===== src/hdl/ewman_pkg.sv =====
`timescale 1ns / 1ps

package ewman_pkg;

  localparam int unsigned SAMPLE_W  = 24;
  localparam int unsigned STD_W     = SAMPLE_W - 1;
  localparam int unsigned MEAN_X    = 16;
  localparam int unsigned MEAN_W    = SAMPLE_W + MEAN_X;
  localparam int unsigned VAR_W     = 48;
  localparam int unsigned ALPHA_W   = 32;
  localparam int unsigned OPER_W    = 64;
  localparam int unsigned DEN_W     = 32;
  localparam int unsigned ROOT_W    = VAR_W / 2;
  localparam int unsigned STEP_W    = 7;

  localparam logic [ALPHA_W-1:0] ALPHA_RST = 32'd214748365;
  localparam logic [STD_W-1:0]   ONE_VOLT  = STD_W'(1 << 19);
  localparam logic [STD_W-1:0]   STD_MAX   = {STD_W{1'b1}};
  localparam logic [VAR_W-1:0]   VAR_MAX   = {VAR_W{1'b1}};

  localparam logic [STEP_W-1:0] MUL_STEPS  = STEP_W'(OPER_W);
  localparam logic [STEP_W-1:0] DIV_STEPS  = STEP_W'(OPER_W);
  localparam logic [STEP_W-1:0] SQRT_STEPS = STEP_W'(ROOT_W);

  typedef enum logic [1:0] {
    ARITH_NONE,
    ARITH_MUL,
    ARITH_DIV,
    ARITH_SQRT
  } arith_e;

  typedef enum logic [3:0] {
    OP_SEED_ONE,
    OP_ONE_MEAN,
    OP_ONE_TERM,
    OP_VAR_BLEND,
    OP_SQRT,
    OP_FMEAN,
    OP_X2,
    OP_SEED_M2,
    OP_BLEND_MEAN,
    OP_M2,
    OP_NORM
  } op_e;

  typedef enum logic [2:0] {
    ST_IDLE,
    ST_START,
    ST_LAUNCH,
    ST_WAIT,
    ST_READ,
    ST_NLAUNCH,
    ST_NWAIT
  } state_e;

  typedef struct packed {
    logic in_ready;
    logic start;
    logic commit;
    op_e  op;
    logic rd;
    logic emit;
  } cmd_t;

  typedef struct packed {
    logic busy;
    logic seeded;
    logic n_one;
    logic k_last;
    logic out_free;
  } stat_t;

  function automatic logic [OPER_W-1:0] mag64(input logic [OPER_W-1:0] v);
    return v[OPER_W-1] ? (~v + OPER_W'(1)) : v;
  endfunction

endpackage


===== src/hdl/ewman_ctrl.sv =====
`timescale 1ns / 1ps

module ewman_ctrl import ewman_pkg::*; (
  input  logic  clk_i,
  input  logic  rst_ni,
  input  logic  in_acc_i,
  input  logic  in_last_i,
  input  logic  in_upd_i,
  input  stat_t stat_i,
  output cmd_t  cmd_o
);

  state_e state_q, state_d;
  op_e    op_q, op_d;

  function automatic op_e next_op(input op_e op, input logic seeded);
    op_e r;
    r = OP_SQRT;
    case (op)
      OP_ONE_MEAN:   r = OP_ONE_TERM;
      OP_ONE_TERM:   r = OP_VAR_BLEND;
      OP_VAR_BLEND:  r = OP_SQRT;
      OP_FMEAN:      r = OP_X2;
      OP_X2:         r = seeded ? OP_BLEND_MEAN : OP_SEED_M2;
      OP_SEED_M2:    r = OP_SQRT;
      OP_BLEND_MEAN: r = OP_M2;
      OP_M2:         r = OP_VAR_BLEND;
      default:       r = OP_SQRT;
    endcase
    return r;
  endfunction

  always_comb begin
    state_d = state_q;
    op_d    = op_q;
    case (state_q)
      ST_IDLE: begin
        if (in_acc_i && in_last_i) begin
          state_d = in_upd_i ? ST_START : ST_READ;
        end
      end
      ST_START: begin
        if (stat_i.n_one) begin
          op_d = stat_i.seeded ? OP_ONE_MEAN : OP_SEED_ONE;
        end else begin
          op_d = OP_FMEAN;
        end
        state_d = ST_LAUNCH;
      end
      ST_LAUNCH: begin
        state_d = ST_WAIT;
      end
      ST_WAIT: begin
        if (!stat_i.busy) begin
          if (op_q == OP_SQRT || op_q == OP_SEED_ONE) begin
            state_d = ST_READ;
          end else begin
            op_d    = next_op(op_q, stat_i.seeded);
            state_d = ST_LAUNCH;
          end
        end
      end
      ST_READ: begin
        state_d = ST_NLAUNCH;
      end
      ST_NLAUNCH: begin
        state_d = ST_NWAIT;
      end
      ST_NWAIT: begin
        if (!stat_i.busy && stat_i.out_free) begin
          state_d = stat_i.k_last ? ST_IDLE : ST_READ;
        end
      end
      default: begin
        state_d = ST_IDLE;
      end
    endcase
  end

  always_comb begin
    cmd_o          = '0;
    cmd_o.op       = op_q;
    cmd_o.in_ready = (state_q == ST_IDLE);
    case (state_q)
      ST_LAUNCH: begin
        cmd_o.start = 1'b1;
      end
      ST_WAIT: begin
        cmd_o.commit = !stat_i.busy;
      end
      ST_READ: begin
        cmd_o.rd = 1'b1;
      end
      ST_NLAUNCH: begin
        cmd_o.start = 1'b1;
        cmd_o.op    = OP_NORM;
      end
      ST_NWAIT: begin
        cmd_o.op   = OP_NORM;
        cmd_o.emit = !stat_i.busy && stat_i.out_free;
      end
      default: begin
        cmd_o.start = 1'b0;
      end
    endcase
  end

  always_ff @(posedge clk_i or negedge rst_ni) begin
    if (!rst_ni) begin
      state_q <= ST_IDLE;
      op_q    <= OP_SEED_ONE;
    end else begin
      state_q <= state_d;
      op_q    <= op_d;
    end
  end

endmodule


===== config.mk =====
export PLATFORM = sky130hd
export DESIGN_NAME = ewman_ctrl
export DESIGN_NICKNAME = d
export VERILOG_FILES = /design/src/hdl/ewman_pkg.sv /design/src/hdl/ewman_ctrl.sv
export SDC_FILE = /design/constraint.sdc
export NUM_CORES = 1
export LEC_CHECK = 0
export BUFFER_PORTS_ARGS = -buffer_cell sky130_fd_sc_hd__buf_2
export CAP_MARGIN = 20
export CORE_AREA = 5 5 42 44
export CTS_BUF_LIST = sky130_fd_sc_hd__clkbuf_4 sky130_fd_sc_hd__clkbuf_8
export DETAILED_ROUTE_END_ITERATION = 10
export DIE_AREA = 0 0 47 49
export GPL_TIMING_DRIVEN = 0
export PLACE_DENSITY_LB_ADDON = 0.05
export SYNTH_ARGS = -nofsm -noshare
export SYNTH_HDL_FRONTEND = slang
export SYNTH_SLANG_ARGS = --single-unit

===== constraint.sdc =====
create_clock -name clk_i -period 2.7 [get_ports clk_i]
set_clock_uncertainty 0.1 [all_clocks]
set_input_delay 0.27 -clock clk_i [delete_from_list [all_inputs] [get_ports clk_i]]
set_output_delay 0.27 -clock clk_i [all_outputs]
set_load 0.005 [all_outputs]

==> report_table.html, run 1 <==
<table>
<tr><th>Metric</th><th>Value</th></tr>
<tr><th colspan="2">Outcome</th></tr>
<tr><td>Run status</td><td>finished, final reports clean</td></tr>
<tr><th colspan="2">Logic synthesis</th></tr>
<tr><td>Cell Area, Synth</td><td>668.1 µm²</td></tr>
<tr><td>Share of the synthesized area in compound gates (AO/OA/AOI/OAI)</td><td>0.2491</td></tr>
<tr><td>Yosys warning total</td><td>0</td></tr>
<tr><td>Post-synthesis share of cell area spent on xor and xnor gates</td><td>0.01311</td></tr>
<tr><td>Net count of the mapped netlist</td><td>88</td></tr>
<tr><td>Proportion of synthesized chip area in sequential cells</td><td>0.2622</td></tr>
<tr><td>Post-synthesis cell type count</td><td>39</td></tr>
<tr><td>Cells taking the most area after synthesis</td><td>dfrtp_1, nand2b_1, a21oi_1</td></tr>
<tr><td>Async SR Flop Fraction</td><td>1.000</td></tr>
<tr><td>Fraction of the mapped netlist area in adder cells</td><td>0</td></tr>
<tr><td>Main combinational cell family by area after synthesis</td><td>simple AND/OR/NAND/NOR gates</td></tr>
<tr><td>Post-Synthesis Mean Instance Area</td><td>8.566 µm²</td></tr>
<tr><td>Area share of the leading cell type in the synthesized netlist</td><td>0.2622</td></tr>
<tr><td>Largest area contributor in the netlist</td><td>dfrtp_1</td></tr>
<tr><td>Most used DFF post-synth</td><td>dfrtp_1</td></tr>
<tr><td>Post-synth EDFFs</td><td>0</td></tr>
<tr><td>Synthesized instance count</td><td>78</td></tr>
<tr><td>Post-synthesis sequential element count</td><td>7</td></tr>
<tr><td>Area share of and/or/nand/nor cells after synthesis</td><td>0.2978</td></tr>
<tr><td>Share of synthesized area spent on multiplexers</td><td>0.08614</td></tr>
<tr><th colspan="2">Drt</th></tr>
<tr><td>Via-to-Cell Ratio</td><td>5.530</td></tr>
<tr><td>First-pass DRT Iterations</td><td>4</td></tr>
<tr><td>Detail-routed net length per standard cell</td><td>12.52 µm</td></tr>
<tr><td>Residual DRC</td><td>0</td></tr>
<tr><td>Total length of routed wires</td><td>1465 µm</td></tr>
<tr><td>Total number of vias</td><td>647</td></tr>
<tr><td>Count of nets left with antenna violations after detail routing</td><td>0</td></tr>
<tr><td>Number of violations reported at the end of detailed-routing iteration 0</td><td>8</td></tr>
<tr><th colspan="2">Timing</th></tr>
<tr><td>Worst hold-check slack</td><td>0.2013 ns</td></tr>
<tr><td>Worst max-slew margin expressed relative to the limit</td><td>0.8107</td></tr>
<tr><td>Max frequency</td><td>540.2 MHz</td></tr>
<tr><td>Measured slew at the worst slew-check pin</td><td>0.2832 ns</td></tr>
<tr><td>Total Negative Setup Slacks</td><td>0 ns</td></tr>
<tr><td>Setup repair after global routing missed its margin</td><td>no</td></tr>
<tr><td>Number of pins with negative max-slew slack in the final report</td><td>0</td></tr>
<tr><td>Final hold violation count</td><td>0</td></tr>
<tr><td>Post-route minimum period</td><td>1.851 ns</td></tr>
<tr><td>Final setup violation count</td><td>0</td></tr>
<tr><td>Tcrit/Tclk final</td><td>0.6857</td></tr>
<tr><td>Final worst slack</td><td>0.8487 ns</td></tr>
<tr><th colspan="2">Placement</th></tr>
<tr><td>Area post-placement</td><td>778.2 µm²</td></tr>
<tr><td>Routability congestion estimate</td><td>0.7402</td></tr>
<tr><td>Port Buffers</td><td>18</td></tr>
<tr><td>Worst setup slack before clock tree synthesis</td><td>1.110 ns</td></tr>
<tr><td>Half-perimeter wire length of the detailed placement result</td><td>1127 µm</td></tr>
<tr><th colspan="2">Layout</th></tr>
<tr><td>Final Instance Area</td><td>818.3 µm²</td></tr>
<tr><td>Antenna Diode Count</td><td>0</td></tr>
<tr><td>Layout cells sized above 1</td><td>0.3960</td></tr>
<tr><td>Synthesis-to-finish area growth</td><td>22.47%</td></tr>
<tr><td>Highest-count cells in the layout ignoring fill and taps</td><td>buf_2, nand2_1, dfrtp_1, a21oi_1</td></tr>
<tr><td>Most frequent standard cell in the layout excluding fill and tap cells</td><td>buf_2</td></tr>
<tr><td>Final nets</td><td>112</td></tr>
<tr><th colspan="2">Pwr</th></tr>
<tr><td>Total power per unit cell area</td><td>1095 nW/µm²</td></tr>
<tr><td>Static leakage</td><td>0.3891 nW</td></tr>
<tr><td>Largest voltage drop on the vdd net</td><td>0.0006207 V</td></tr>
<tr><th colspan="2">Clock tree</th></tr>
<tr><td>CTS max path bufs</td><td>2</td></tr>
<tr><td>Clock network latency to the later pin of the worst-skew pair</td><td>0.25 ns</td></tr>
<tr><td>Number of buffers added for setup after CTS</td><td>0</td></tr>
<tr><td>Clk sinks</td><td>7</td></tr>
<tr><td>Clock transition time at the flip-flop clock pins of the worst setup and hold paths</td><td>0.05 ns</td></tr>
<tr><td>Clock tree from TritonCTS</td><td>done</td></tr>
<tr><td>Number of buffers created by CTS</td><td>3</td></tr>
<tr><td>Depth of the CTS H-tree</td><td>1</td></tr>
<tr><td>Clock root cell</td><td>clkbuf_4</td></tr>
<tr><th colspan="2">Setup path</th></tr>
<tr><td>Kind of start point of the critical path</td><td>register</td></tr>
<tr><td>Most used cell along the critical path</td><td>buf_2</td></tr>
<tr><td>Largest stage delay on the critical path</td><td>0.41 ns</td></tr>
<tr><td>Crit path launch</td><td>state_q[0]</td></tr>
<tr><td>Cell with the largest stage delay on the worst path</td><td>dfrtp_1</td></tr>
<tr><td>Setup crit end kind</td><td>primary output</td></tr>
<tr><td>Kind of cell adding the most delay to the critical path</td><td>flip-flops</td></tr>
<tr><td>Top fanout value on the critical path</td><td>10</td></tr>
<tr><td>Data arrival time of the critical path</td><td>1.48 ns</td></tr>
<tr><td>Buf+Inv Stages, Crit Path</td><td>2</td></tr>
<tr><td>Kind of critical path</td><td>register to primary output</td></tr>
<tr><td>Critical Path RT</td><td>2.33 ns</td></tr>
<tr><td>Cell chain of the critical path</td><td>buf_2 -&gt; xor2_1 -&gt; nand2_1 -&gt; and2_1 -&gt; buf_2</td></tr>
<tr><td>Launching point of the worst reg2reg path</td><td>state_q[1]</td></tr>
<tr><th colspan="2">Floorplanning</th></tr>
<tr><td>Floorplan die area</td><td>2303 µm²</td></tr>
<tr><td>Initial Util</td><td>0.4768</td></tr>
<tr><td>Area of the core region</td><td>1401 µm²</td></tr>
<tr><td>Die X-Extent</td><td>47 µm</td></tr>
<tr><td>Io pins</td><td>19</td></tr>
<tr><td>Rows</td><td>14</td></tr>
<tr><td>Die boundary height</td><td>49 µm</td></tr>
<tr><th colspan="2">GRT</th></tr>
<tr><td>Global-route usage over all layers</td><td>0.1411</td></tr>
<tr><td>Sum of overflow across all layers after global routing</td><td>0</td></tr>
<tr><td>First-pass GRT wire length</td><td>2380 µm</td></tr>
<tr><td>Initial antenna violation count</td><td>0</td></tr>
<tr><td>Pin count of the biggest net entering global routing</td><td>11</td></tr>
<tr><td>Number of global-route vias before repair</td><td>589</td></tr>
<tr><th colspan="2">Run</th></tr>
<tr><td>Max-capacitance violation count</td><td>0</td></tr>
<tr><th colspan="2">Min path</th></tr>
<tr><td>Min-delay worst type</td><td>primary input to register</td></tr>
<tr><td>Launch instance of the worst min-delay path</td><td>in_last_i</td></tr>
</table>
final cells by class:
| class | count | area, µm² |
|---|---|---|
| Fill cell | 145 | 583.1 |
| Multi-Input combinational cell | 61 | 431.7 |
| Sequential cell | 7 | 175.2 |
| Timing Repair Buffer | 19 | 100.1 |
| Buffer | 7 | 50.05 |
| Clock buffer | 4 | 30.03 |
| Tap cell | 16 | 20.02 |
| Inverter | 3 | 11.26 |
cells by family after synthesis:
family / after synthesis
simple gates: 31
compound gates: 24
xor+xnor: 1
buf+inv: 10
mux: 5
flops: 7
worst min-delay path: stages:
cell      delay [ns]
buf_2           0.07
a21boi_1        0.06
a21oi_1         0.10
routing by layer:
layer | GRT usage | wire length (µm)
met5 | 0 | 0
met2 | 0.2421 | 763
met1 | 0.1596 | 625
met3 | 0.04428 | 76
met4 | 0.04147 | 0
sequential cells by signal, summed over array words and instances (netlist names):
| register | cells |
|---|---|
| state_q | 3 |
| op_q | 4 |
final timing paths:
check | depth (start not counted) | endpoint | slack, ns
max | 5 | cmd_o[4] | 0.85
max in group asynchronous | 2 | state_q[0] | 2.06
max reg2reg | 5 | state_q[0] | 1.13
min reg2reg | 2 | op_q[3] | 0.56
min in group asynchronous | 2 | op_q[3] | 0.28
min | 3 | state_q[1] | 0.20
power breakdown:
group          internal (mW)  switching [mW]  total [mW]  leakage, nW
combinational          0.289           0.307       0.596        0.285
clock                 0.0663          0.0366       0.103       0.0184
sequential             0.150          0.0477       0.197       0.0861
total                  0.505           0.391       0.896        0.389
repair_timing:
action / CTS / global route
setup endpoints to repair: 0 / 0
hold endpoints to repair: 7 / 0
hold buffers: 1 / 0
gates resized for setup: 0 / 0
stage by stage:
stage                     cells    util  power (mW)
after global routing        117  0.5839      0.9861
after CTS                   117  0.5839      0.9107
after floorplan              78       -      0.6380
final                       117  0.5839      0.8964
after detailed placement    112  0.5554      0.7994
after global placement      112  0.5554      0.7892
cell usage after synthesis, types with 2 or more instances:
master / instances
a21oi_1: 6
buf_2: 4
buf_6: 2
dfrtp_1: 7
inv_1: 3
mux2i_1: 2
nand2_1: 7
nand2b_1: 5
nor2_1: 3
nor3_1: 3
nor3b_1: 3
o21ai_0: 2
o21ai_1: 5
Power figures use the tool's default switching activity.
==> run 2, diff against run 1 <==
--- a/config.mk
+++ b/config.mk
@@ -5,12 +5,13 @@
 export SDC_FILE = /design/constraint.sdc
 export NUM_CORES = 1
 export LEC_CHECK = 0
+export ABC_AREA = 1
 export BUFFER_PORTS_ARGS = -buffer_cell sky130_fd_sc_hd__buf_2
 export CAP_MARGIN = 20
-export CORE_AREA = 5 5 42 44
+export CORE_MARGIN = 5
+export CORE_UTILIZATION = 46
 export CTS_BUF_LIST = sky130_fd_sc_hd__clkbuf_4 sky130_fd_sc_hd__clkbuf_8
 export DETAILED_ROUTE_END_ITERATION = 10
-export DIE_AREA = 0 0 47 49
 export GPL_TIMING_DRIVEN = 0
 export PLACE_DENSITY_LB_ADDON = 0.05
 export SYNTH_ARGS = -nofsm -noshare
==> constraint.sdc (replaced) <==
create_clock -name clk_i -period 1.5 [get_ports clk_i]
set_clock_uncertainty 0.1 [all_clocks]
set_input_delay 0.15 -clock clk_i [delete_from_list [all_inputs] [get_ports clk_i]]
set_output_delay 0.15 -clock clk_i [all_outputs]
set_load 0.005 [all_outputs]
==> run 2 against run 1 <==
Compared with the run above:
- highest routed layer is now met4
- global-route usage grew 2.2 points
- sequential share of layout area grew 0.27 points
- total power grew 76%
- count of clock-buffer cells in the layout is the same
- combinational power grew 69%
==> report_table.html, run 2 <==
<table>
<tr><th>Metric</th><th>Value</th></tr>
<tr><th colspan="2">Outcome</th></tr>
<tr><td>Run status</td><td>finished, final reports clean</td></tr>
<tr><th colspan="2">Logic synthesis</th></tr>
<tr><td>Synthesized instance count</td><td>100</td></tr>
<tr><td>Commonest cells in the synthesized netlist</td><td>nand2_1, nor2_1, inv_1, nand3_1, dfrtp_1</td></tr>
<tr><td>Most used DFF post-synth</td><td>dfrtp_1</td></tr>
<tr><td>Proportion of synthesized chip area in sequential cells</td><td>0.2823</td></tr>
<tr><td>Net count of the mapped netlist</td><td>110</td></tr>
<tr><td>Yosys warning total</td><td>0</td></tr>
<tr><td>Post-Synthesis Mean Instance Area</td><td>6.206 µm²</td></tr>
<tr><td>Cell Area, Synth</td><td>620.6 µm²</td></tr>
<tr><td>Async SR Flop Fraction</td><td>1.000</td></tr>
<tr><td>Post-synth EDFFs</td><td>0</td></tr>
<tr><td>Post-synthesis sequential element count</td><td>7</td></tr>
<tr><td>Post-synthesis cell type count</td><td>18</td></tr>
<tr><td>Area share of the leading cell type in the synthesized netlist</td><td>0.2823</td></tr>
<tr><td>Most instantiated library cell after synthesis</td><td>nand2_1</td></tr>
<tr><td>Largest area contributor in the netlist</td><td>dfrtp_1</td></tr>
<tr><td>Cells taking the most area after synthesis</td><td>dfrtp_1, nand2_1, nor2_1</td></tr>
<tr><th colspan="2">Run</th></tr>
<tr><td>Max-capacitance violation count</td><td>0</td></tr>
<tr><th colspan="2">Setup path</th></tr>
<tr><td>Top fanout value on the critical path</td><td>7</td></tr>
<tr><td>Crit path launch</td><td>state_q[2]</td></tr>
<tr><td>Kind of cell adding the most delay to the critical path</td><td>flip-flops</td></tr>
<tr><td>Cell with the largest stage delay on the worst path</td><td>dfrtp_2</td></tr>
<tr><td>Kind of start point of the critical path</td><td>register</td></tr>
<tr><td>Launching point of the worst reg2reg path</td><td>state_q[2]</td></tr>
<tr><td>Largest stage delay on the critical path</td><td>0.46 ns</td></tr>
<tr><td>Setup crit end kind</td><td>primary output</td></tr>
<tr><td>Data arrival time of the critical path</td><td>1.21 ns</td></tr>
<tr><td>Kind of critical path</td><td>register to primary output</td></tr>
<tr><td>Critical Path RT</td><td>1.25 ns</td></tr>
<tr><td>Buf+Inv Stages, Crit Path</td><td>3</td></tr>
<tr><td>Cell chain of the critical path</td><td>inv_2 -&gt; nand2_2 -&gt; nor2_4 -&gt; inv_2 -&gt; nor2_4 -&gt; buf_2</td></tr>
<tr><th colspan="2">Layout</th></tr>
<tr><td>Post-Route Utilization</td><td>0.6378</td></tr>
<tr><td>Register containing the most flip-flops in the final layout</td><td>op_q</td></tr>
<tr><td>Layout cells sized above 1</td><td>0.3889</td></tr>
<tr><td>Max FFs per register</td><td>4</td></tr>
<tr><td>Most frequent standard cell in the layout excluding fill and tap cells</td><td>nand2_1</td></tr>
<tr><td>Top Registers</td><td>op_q: 4 flops, state_q: 3 flops</td></tr>
<tr><td>Antenna Diode Count</td><td>0</td></tr>
<tr><td>Synthesis-to-finish area growth</td><td>32.06%</td></tr>
<tr><td>Final nets</td><td>137</td></tr>
<tr><td>Highest-count cells in the layout ignoring fill and taps</td><td>nand2_1, buf_2, nor2_1, inv_1, nand3_1</td></tr>
<tr><th colspan="2">Clock tree</th></tr>
<tr><td>Clock root cell</td><td>clkbuf_4</td></tr>
<tr><td>Number of buffers created by CTS</td><td>3</td></tr>
<tr><td>Clock tree from TritonCTS</td><td>done</td></tr>
<tr><td>CTS max path bufs</td><td>2</td></tr>
<tr><td>Clock network latency to the later pin of the worst-skew pair</td><td>0.24 ns</td></tr>
<tr><td>Clk sinks</td><td>7</td></tr>
<tr><td>Clock transition time at the flip-flop clock pins of the worst setup and hold paths</td><td>0.05 ns</td></tr>
<tr><td>Depth of the CTS H-tree</td><td>1</td></tr>
<tr><th colspan="2">Timing</th></tr>
<tr><td>Post-route minimum period</td><td>1.464 ns</td></tr>
<tr><td>Worst max-slew margin expressed relative to the limit</td><td>0.8471</td></tr>
<tr><td>Measured slew at the worst slew-check pin</td><td>0.2294 ns</td></tr>
<tr><td>Tcrit/Tclk final</td><td>0.9763</td></tr>
<tr><td>Final hold violation count</td><td>0</td></tr>
<tr><td>Final setup violation count</td><td>0</td></tr>
<tr><td>Number of pins with negative max-slew slack in the final report</td><td>0</td></tr>
<tr><td>Max frequency</td><td>682.9 MHz</td></tr>
<tr><td>Total Negative Setup Slacks</td><td>0 ns</td></tr>
<tr><td>Worst hold-check slack</td><td>0.09164 ns</td></tr>
<tr><td>Setup repair after global routing missed its margin</td><td>yes</td></tr>
<tr><th colspan="2">Drt</th></tr>
<tr><td>First-pass DRT Iterations</td><td>4</td></tr>
<tr><td>Number of violations reported at the end of detailed-routing iteration 0</td><td>12</td></tr>
<tr><td>Count of nets left with antenna violations after detail routing</td><td>0</td></tr>
<tr><td>Via-to-Cell Ratio</td><td>4.979</td></tr>
<tr><td>Detail-routed net length per standard cell</td><td>10.50 µm</td></tr>
<tr><td>Total length of routed wires</td><td>1481 µm</td></tr>
<tr><td>Residual DRC</td><td>0</td></tr>
<tr><td>Total number of vias</td><td>702</td></tr>
<tr><th colspan="2">Pwr</th></tr>
<tr><td>Cell-internal power</td><td>0.8109 mW</td></tr>
<tr><td>Total power per unit cell area</td><td>1930 nW/µm²</td></tr>
<tr><td>Switching component of the power</td><td>0.7711 mW</td></tr>
<tr><td>Static leakage</td><td>0.4655 nW</td></tr>
<tr><td>Total Power Consumption</td><td>1.582 mW</td></tr>
<tr><td>Largest voltage drop on the vdd net</td><td>0.001308 V</td></tr>
<tr><td>Sw Share</td><td>0.4874</td></tr>
<tr><td>Sequential share of power</td><td>0.252</td></tr>
<tr><td>Combinational share of power</td><td>0.636</td></tr>
<tr><td>Share of total power in the clock network</td><td>0.112</td></tr>
<tr><th colspan="2">Floorplanning</th></tr>
<tr><td>Floorplan die area</td><td>2184 µm²</td></tr>
<tr><td>Area of the core region</td><td>1285 µm²</td></tr>
<tr><td>Io pins</td><td>19</td></tr>
<tr><td>Die boundary height</td><td>46.73 µm</td></tr>
<tr><td>Rows</td><td>13</td></tr>
<tr><td>Initial Util</td><td>0.4830</td></tr>
<tr><td>Die X-Extent</td><td>46.73 µm</td></tr>
<tr><th colspan="2">Placement</th></tr>
<tr><td>Routability congestion estimate</td><td>0.8000</td></tr>
<tr><td>Port Buffers</td><td>18</td></tr>
<tr><td>Half-perimeter wire length of the detailed placement result</td><td>1177 µm</td></tr>
<tr><th colspan="2">GRT</th></tr>
<tr><td>Number of global-route vias before repair</td><td>643</td></tr>
<tr><td>Initial antenna violation count</td><td>0</td></tr>
<tr><td>First-pass GRT wire length</td><td>2497 µm</td></tr>
<tr><td>Global-route usage over all layers</td><td>0.1629</td></tr>
<tr><td>Pin count of the biggest net entering global routing</td><td>8</td></tr>
<tr><td>Sum of overflow across all layers after global routing</td><td>0</td></tr>
<tr><th colspan="2">Min path</th></tr>
<tr><td>Min-delay worst type</td><td>primary input to register</td></tr>
<tr><td>Launch instance of the worst min-delay path</td><td>stat_i[2]</td></tr>
</table>
## run 2: cell types whose count changed after synthesis, moves of 4 or more
cell      before  now
o21ai_1        5    0
nand3_1        1    8
nand2_1        7   32
inv_2          0    5
inv_1          3    9
nor2_2         0    5
nor2_1         3   16
nand2b_1       5    0
buf_2          4    0
## run 2: cell type report
| cell class | instances | area [µm²] |
|---|---|---|
| multi-input cells | 79 | 412.9 |
| inverters | 14 | 57.56 |
| clock buffers | 4 | 30.03 |
| repair buffers | 22 | 122.6 |
| fillers | 129 | 465.4 |
| flip-flops and latches | 7 | 177.7 |
| well taps | 15 | 18.77 |
## run 2: worst paths after layout
path,endpoint,slack (ns),cells after the start
max,cmd_o[6],0.04,6
min reg2reg,op_q[2],0.42,2
min in group asynchronous,op_q[2],0.18,2
max in group asynchronous,state_q[0],0.96,2
max reg2reg,state_q[2],0.08,8
min,op_q[2],0.09,4
## run 2: layer usage
metal	share of wire	global-route usage	wire length [µm]	vias up
li1	-	-	-	367
met1	0.49	0.2306	729	311
met2	0.45	0.2335	660	22
met3	0.057	0.03831	85	2
met4	0.0034	0.07735	5	0
met5	0	0	0	-
## run 2: logic make-up after synthesis
kind of cell	synth area share
AND/OR/NAND/NOR	0.4960
buffers and inverters	0.08468
AO/OA/AOI/OAI	0.1371
flip-flops	0.2823
## run 2: repair_timing
action / CTS / global route
resized for setup: 3 / 5
pin swaps: 2 / 1
setup endpoints to repair: 3 / 5
setup buffers: 3 / 0
hold buffers: 1 / 0
hold endpoints to repair: 7 / 0
## run 2: power groups by stage
stage | logic (mW) | clock network, mW | registers [mW]
after floorplan | 0.676 | 0 | 0.357
after global placement | 0.889 | 0 | 0.388
after detailed placement | 0.902 | 0 | 0.388
after CTS | 0.979 | 0.185 | 0.384
after global routing | 1.14 | 0.199 | 0.410
final | 1.01 | 0.177 | 0.399
## run 2: tightest hold or removal path, stage by stage
cell and delay, ns:
buf_2 0.09, a21oi_1 0.05, nand2_1 0.05, nand2_1 0.04
## run 2: per-stage QoR
stage | cell area (µm²) | setup WS (ns) | cells
2_1_floorplan | 620.6 | 0.2172 | 100
3_3_place_gp | 729.5 | 0.1504 | 133
3_5_place_dp | 729.5 | 0.1450 | 133
4_1_cts | 799.5 | 0.005024 | 141
5_1_grt | 819.5 | -0.03612 | 141
6_report | 819.5 | 0.03558 | 141
